**config.mk**
```make
export PLATFORM = sky130hd
export DESIGN_NAME = tdl_front
export DESIGN_NICKNAME = d
export VERILOG_FILES = /design/src/hdl/tdl_pkg.sv /design/src/hdl/tdl_front.sv
export SDC_FILE = /design/constraint.sdc
export NUM_CORES = 1
export LEC_CHECK = 0
export ABC_AREA = 1
export BUFFER_PORTS_ARGS = -buffer_cell sky130_fd_sc_hd__buf_2
export CAP_MARGIN = 20
export CORE_UTILIZATION = 48
export CTS_CLUSTER_DIAMETER = 60
export DETAILED_ROUTE_END_ITERATION = 12
export GPL_TIMING_DRIVEN = 0
export HOLD_SLACK_MARGIN = 0.06
export PLACE_DENSITY = 0.84
export SLEW_MARGIN = 40
export SYNTH_ARGS = -nofsm -noshare
export SYNTH_HDL_FRONTEND = slang
export SYNTH_SLANG_ARGS = --single-unit
```
**constraint.sdc**
```tcl
create_clock -name clock -period 3.5 [get_ports clock]
set_input_delay 0.7 -clock clock [delete_from_list [all_inputs] [get_ports clock]]
set_output_delay 0.7 -clock clock [all_outputs]
set_load 0.02 [all_outputs]
```
**src/hdl/tdl_pkg.sv**
```systemverilog
`default_nettype none
package tdl_pkg;

   localparam int NUM_STATES = 16;
   localparam int MAX_TOKEN  = 32;
   localparam int MAX_REFEED = 4;

   localparam int STATE_W = $clog2(NUM_STATES);
   localparam int ADDR_W  = STATE_W + 8;
   localparam int CNT_W   = $clog2(MAX_TOKEN + 1);
   localparam int IDX_W   = (MAX_TOKEN > 1) ? $clog2(MAX_TOKEN) : 1;
   localparam int PASS_W  = $clog2(MAX_REFEED + 1);
   localparam int ENTRY_W = 1 + 3 + 4 + 8;

   typedef enum logic [1:0] {
      OP_ADD_ROW = 2'd0,
      OP_RANGE   = 2'd1,
      OP_FEED    = 2'd2,
      OP_RESTART = 2'd3
   } op_code_type;

   localparam logic [2:0] ACT_NONE        = 3'd0;
   localparam logic [2:0] ACT_MOVE        = 3'd1;
   localparam logic [2:0] ACT_MOVE_REFEED = 3'd2;
   localparam logic [2:0] ACT_EMIT        = 3'd3;
   localparam logic [2:0] ACT_ERROR       = 3'd4;

   localparam logic [1:0] KIND_CHAR    = 2'd0;
   localparam logic [1:0] KIND_EMPTY   = 2'd1;
   localparam logic [1:0] KIND_ERROR   = 2'd2;
   localparam logic [1:0] KIND_INVALID = 2'd3;

   typedef struct packed {
      logic [1:0] op;
      logic [3:0] state_id;
      logic [7:0] char_low;
      logic [7:0] char_high;
      logic [3:0] next_state;
      logic [2:0] action;
      logic [7:0] token_kind;
      logic [7:0] in_char;
   } req_type;

   typedef struct packed {
      logic [1:0]  kind;
      logic [7:0]  token_char;
      logic [7:0]  token_type;
      logic        last;
      logic        truncated;
      logic [31:0] position;
   } rsp_type;

   typedef struct packed {
      op_code_type op;
      logic        range_ok;
      req_type     req;
   } cmd_type;

   typedef struct packed {
      logic pop;
      logic clearing;
   } ctl_type;

endpackage
`default_nettype wire

```
**src/hdl/tdl_front.sv**
```systemverilog
`default_nettype none
module tdl_front (
   input  wire                  clock,
   input  wire                  reset,
   input  wire                  start,
   output logic                 busy,
   input  tdl_pkg::req_type     req_data,
   input  tdl_pkg::ctl_type     ctl,
   output logic                 cmd_valid,
   output tdl_pkg::cmd_type     cmd
);
   import tdl_pkg::*;

   cmd_type    q_ff [2];
   logic       wr_ptr_ff;
   logic       rd_ptr_ff;
   logic [1:0] count_ff;
   logic       push;
   logic       pop;
   cmd_type    cmd_in;

   always_comb begin
      cmd_in.op       = op_code_type'(req_data.op);
      cmd_in.range_ok = (req_data.char_low <= req_data.char_high);
      cmd_in.req      = req_data;
   end

   assign busy      = (count_ff == 2'd2) || ctl.clearing;
   assign push      = start && !busy;
   assign pop       = ctl.pop && (count_ff != 2'd0);
   assign cmd_valid = (count_ff != 2'd0);
   assign cmd       = q_ff[rd_ptr_ff];

   always_ff @(posedge clock) begin
      if (push) begin
         q_ff[wr_ptr_ff] <= cmd_in;
      end
   end

   always_ff @(posedge clock) begin
      if (reset) begin
         wr_ptr_ff <= 1'b0;
         rd_ptr_ff <= 1'b0;
         count_ff  <= 2'd0;
      end else begin
         if (push) begin
            wr_ptr_ff <= !wr_ptr_ff;
         end
         if (pop) begin
            rd_ptr_ff <= !rd_ptr_ff;
         end
         count_ff <= count_ff + {1'b0, push} - {1'b0, pop};
      end
   end

endmodule
`default_nettype wire

```
==> run summary, run 1 <==
Status: finished clean
Post-route ant nets: 0
Root Driver: clkbuf_8
Yosys Warn Count: 0
Avg Inst Size Synth: 18.7 sq um
Finished Layout Cells: 434
Layout Skew: 10.7 ps
GP Congestion: 0.740
Sequential share of the synthesized area: 71.7%
Power Total: 3.11 mW
Final setup TNS: 0 ps
Clk buf depth: 2
Num ports: 100
Initial antenna violation count: 0
Clk pin slew, worst setup/hold paths: 90 ps
GRT overflow: 0
Placed cell count: 418
Worst ir drop on vdd: 368 uV
Detailed Routing Iterations Pass 1: 4
Syn nets: 273
Worst-path maximum fanout: 10
Drt via density: 4.76
Crit path cell chain: buf_6 -> buf_12 -> mux2_4 -> buf_4 -> buf_2
Final Hold Fails: 0
Critical path required time: 2800 ps
H-tree levels: 3
Crit end category: output pin
CTS tree: built
RSZ-0062 raised after global routing: false
Sw power: 881 uW
Worst skew pair latency: 340 ps
CP max-delay cell: dfxtp_1
Vias in the first global route: 2149
Max cap viols: 0
Final hold slack: 537 ps
Part of the power in combinational logic: 30.0%
Initial core utilization: 50.6%
Sw frac: 28.3%
Hold WC Path Type: in2reg
Dpl hpwl: 4470 um
Pwr per Cell Area: 630 nW/um^2
Total Die Area: 8690 sq um
Top delay family on crit path: buffers and inverters
Vias: 2067
Ant. Diodes: 0
Slew @ Worst Pin: 378 ps
Mapped Area: 3990 sq um
Setup CP Type: reg2out
Global-route wire length before repair: 9850 um
Lkg Pwr: 2.02 nW
CTS sink cnt: 97
Filler cell count in the final layout: 586
Largest net degree at the start of global routing: 21
Fmax: 0.433 GHz
Final setup viols: 0
IO buf count: 99
Number of CTS-inserted buffers: 9
Area Growth Syn to Fin: 23.6%
Synth Register Bits: 97
Core ar.: 7890 sq um
Die Y: 93.2 um
Worst Setup Start Kind: flip-flop
Post-CTS Hold Buffers: 0
Drt drc: 0
Share of cells above drive strength 1: 52.4%
Post-CTS setup buffers: 0
Share of power burned in registers: 45.3%
Wirelength per Cell: 14.2 um
FP Rows: 32
Fin crit period: 2310 ps
Clock share of power: 24.8%
Initial DRC Count: 44
Distinct cells, synth: 20
Routed WL: 6150 um
Cells after Synth: 213
Final worst path period share: 66.0%
Relative slew slack: 74.7%
Nets: 387
CP peak stage delay: 330 ps
Global Route Usage Sum: 15.4%
Buf/Inv on CP: 4
Post_cts resized: 0
R2R Setup Slk: 1760 ps
Max-slew violations: 0
Die width: 93.2 um
P_int: 2.23 mW
CP arrival: 1610 ps
## synth_stat cells
cell | count | area share [%]
and2_1 | 1 | 0.16
mux2_4 | 40 | 15
ha_1 | 10 | 3.1
buf_12 | 4 | 2.0
a21oi_1 | 2 | 0.25
a21o_1 | 1 | 0.19
nor2_1 | 8 | 0.75
nand4_1 | 1 | 0.16
dfxtp_1 | 5 | 2.5
buf_4 | 2 | 0.38
mux2_2 | 6 | 1.7
nor3b_1 | 2 | 0.38
inv_1 | 18 | 1.7
edfxtp_1 | 92 | 69
o21a_1 | 1 | 0.19
nand2_1 | 15 | 1.4
nand3_1 | 1 | 0.13
buf_6 | 1 | 0.28
nor3_1 | 2 | 0.25
xnor2_1 | 1 | 0.22
## routing by layer
layer / track usage (%) / share of wire, %
met1: 17.4 / 40
met3: 3.90 / 5.4
met2: 27.7 / 53
met5: 0 / 0
met4: 6.54 / 1.4
## placed cells by master (no fill, tap or decap)
| cell | synthesis | layout |
|---|---|---|
| buf_2 | 0 | 99 |
| edfxtp_1 | 92 | 92 |
| mux2_4 | 40 | 40 |
| inv_1 | 18 | 18 |
| nand2_1 | 15 | 15 |
| ha_1 | 10 | 10 |
| clkbuf_8 | 0 | 9 |
| mux2_2 | 6 | 6 |
| nor2_1 | 8 | 6 |
| dfxtp_1 | 5 | 5 |
| buf_12 | 4 | 4 |
| a21oi_1 | 2 | 2 |
| nor2_4 | 0 | 2 |
| nor3b_1 | 2 | 2 |
| nor3_1 | 2 | 2 |
| buf_4 | 2 | 2 |
| clkinvlp_4 | 0 | 2 |
| bufinv_16 | 0 | 2 |
| clkinv_2 | 0 | 2 |
| buf_16 | 0 | 2 |
| buf_8 | 0 | 2 |
| o21a_1 | 1 | 1 |
| nand3_1 | 1 | 1 |
| buf_6 | 1 | 1 |
| a21o_1 | 1 | 1 |
| nand4_1 | 1 | 1 |
| xnor2_1 | 1 | 1 |
| and2_1 | 1 | 1 |
| inv_6 | 0 | 1 |
## final cells by class
class	instances	area, sq um	area share, %
plain buffers	7	106	2.16
clock buffers	9	124	2.51
clock inverters	7	93.8	1.90
inverters	18	67.6	1.37
multi-input cells	91	971	19.7
flip-flops and latches	97	2860	58.0
well taps	102	128	2.59
repair buffers	103	581	11.8
## kinds of logic (layout without fill, tap and decap cells)
group	count (synthesis)	after routing	synth area share [%]
DFF	97	97	71.7
muxes	46	46	16.7
and+or+nand+nor	30	30	3.23
buffers and inverters	25	144	4.36
adders and majority gates	10	10	3.13
AOI/OAI and AO/OA	4	4	0.627
xor gates and xnor gates	1	1	0.219
## worst reg2reg max path: cells and delay by family (launching register included)
family / cells / cell delay [ps]
DFF: 1 / 360
adders and majority gates: 2 / 540
and+or+nand+nor: 4 / 480
buffers and inverters: 2 / 110
xor gates and xnor gates: 1 / 160
## stage by stage
step	utilization [%]	worst slack, ps	cell area [sq um]
floorplan	-	183	3990
global placement	58.5	-940	4620
detailed placement	59.8	1380	4720
CTS	62.5	1150	4930
global route	62.5	1090	4930
finish	62.5	1190	4930
## registers in the layout (all words and copies together), names as in the netlist, named ones only
| register | cells |
|---|---|
| q_ff | 92 |
| count_ff | 2 |
| rd_ptr_ff | 1 |
| wr_ptr_ff | 1 |
## worst paths after layout
check                           cells after the start          end          from
worst max-delay path                                5      cmd[46]     flip-flop
worst min-delay path                                1  q_ff[1][21]  req_data[21]
worst max register to register                      9  count_ff[1]   count_ff[0]
worst min register to register                      2    rd_ptr_ff     rd_ptr_ff
## power by group through the flow
stage / clock [mW] / combinational, mW / sequential (mW)
detailed placement: 0 / 0.947 / 1.44
finish: 0.771 / 0.932 / 1.41
floorplan: 0 / 0.689 / 1.43
global placement: 0 / 0.904 / 1.44
global route: 0.839 / 1.01 / 1.42
CTS: 0.798 / 0.949 / 1.41
Note: power is estimated with default switching activity, not from simulation.
==> run 2, diff against run 1 <==
Clock period 3.5 ns to 2 ns, I/O delays scaled along.
==> run summary, run 2 (synthesized netlist as in run 1, its figures left out) <==
Status: finished clean
Hold WC Path Type: in2reg
Max-slew violations: 0
Final Hold Fails: 0
Setup CP Type: reg2out
Global-route wire length before repair: 10100 um
Slew @ Worst Pin: 448 ps
Buf/Inv on CP: 4
Hold_sp: req_data[15]
Ant. Diodes: 0
Initial core utilization: 50.6%
Final setup viols: 0
Initial antenna violation count: 0
Most common cell after layout, fill and taps aside: buf_2
Filler cell count in the final layout: 579
FP Rows: 32
Top delay family on crit path: buffers and inverters
GRT overflow: 0
Vias: 2116
Post-route ant nets: 0
CP peak stage delay: 330 ps
Num ports: 100
Largest net degree at the start of global routing: 21
Pre-CTS WS: -68.8 ps
Routed WL: 6550 um
Max cap viols: 0
CTS sink cnt: 97
Area Growth Syn to Fin: 26.0%
Biggest regs: q_ff (92), count_ff (2)
Layout Skew: 8.61 ps
RSZ-0062 raised after global routing: false
Finished Layout Cells: 443
Pwr per Cell Area: 1090 nW/um^2
Clk pin slew, worst setup/hold paths: 100 ps
Global Route Usage Sum: 16.0%
Wirelength per Cell: 14.8 um
Number of CTS-inserted buffers: 9
Lkg Pwr: 2.07 nW
Vias in the first global route: 2095
CTS tree: built
Worst-path maximum fanout: 6
Post-CTS Hold Buffers: 0
CP arrival: 1550 ps
Die Y: 93.2 um
GP Congestion: 0.703
IO buf count: 99
Drt drc: 0
Biggest register: q_ff
Share of cells above drive strength 1: 54.3%
RR Startpoint: count_ff[0]
Setup WS post-layout: 53.9 ps
Die width: 93.2 um
Initial DRC Count: 74
Nets: 396
CP max-delay cell: dfxtp_2
Worst skew pair latency: 360 ps
Detailed Routing Iterations Pass 1: 4
Drt via density: 4.78
Total Die Area: 8690 sq um
Largest register FFs: 92
Core ar.: 7890 sq um
Worst ir drop on vdd: 625 uV
Crit end category: output pin
Dpl hpwl: 4640 um
Relative slew slack: 70.1%
Clk buf depth: 2
Root Driver: clkbuf_8
Crit path cell chain: buf_12 -> clkbuf_16 -> buf_4 -> mux2_4 -> buf_2
Fin crit period: 1950 ps
Final worst path period share: 97.3%
Worst Setup Start Kind: flip-flop
Most frequent cells in the layout: 99 x buf_2, 92 x edfxtp_1, 40 x mux2_4
H-tree levels: 3
Critical path required time: 1600 ps
Placed cell count: 418
Fmax: 0.514 GHz
==> run 2: changes by cell type in the layout (fill, tap and decap cells not counted) <==
cell,before,now
buf_12,4,6
buf_4,2,9
buf_6,1,0
bufinv_16,2,1
clkbuf_16,0,1
clkinv_2,2,1
clkinv_4,0,2
clkinvlp_4,2,1
dfxtp_1,5,4
dfxtp_2,0,1
inv_6,1,2
nand3_1,1,0
nand3_2,0,1
==> run 2: routing by layer <==
metal	global-route usage [%]	vias up	share of wire, %
met5	0	-	0
met4	8.08	0	2.0
met3	4.39	11	6.0
met2	28.1	74	53
met1	17.7	997	39
li1	-	1034	-
==> run 2: final timing paths <==
kind,cells past startpoint,end,slack (ps)
worst max-delay path,5,cmd[39],50
worst min-delay path,1,q_ff[1][15],220
worst max register to register,6,q_ff[1][40],230
worst min register to register,2,flip-flop,550
==> run 2: where the power goes <==
part           internal (mW)  switching, mW  leakage (nW)
sequential              2.41         0.0558         0.884
combinational          0.881          0.876          1.09
clock                  0.589          0.676         0.100
==> run 2: through the flow <==
step / hold WS [ps] / utilization (%) / TNS, ps / power (mW) / instance area, sq um
floorplan: 471 / - / -23790 / 3.71 / 4000
global route: 206 / 63.8 / 0 / 5.76 / 5030
detailed placement: 540 / 59.8 / -749 / 4.17 / 4720
CTS: 202 / 63.0 / 0 / 5.50 / 4970
global placement: 529 / 58.6 / -92750 / 4.09 / 4620
finish: 223 / 63.8 / 0 / 5.49 / 5030
==> run 2: layout make-up <==
cell class / instances / area (sq um) / area share (%)
tap: 102 / 128 / 2.54
multi-input combinational: 91 / 976 / 19.4
timing repair buffer: 112 / 678 / 13.5
clock inverter: 7 / 77.6 / 1.54
buffer: 7 / 115 / 2.29
inverter: 18 / 67.6 / 1.34
clock buffer: 9 / 124 / 2.46
sequential: 97 / 2860 / 56.9
==> run 2: what timing repair did <==
action,4_1_cts,5_1_grt
setup endpoints to repair,2,18
cloned,0,1
gates resized for setup,1,3
buffers inserted,5,3
pin swaps,0,1
hold endpoints to repair,0,0
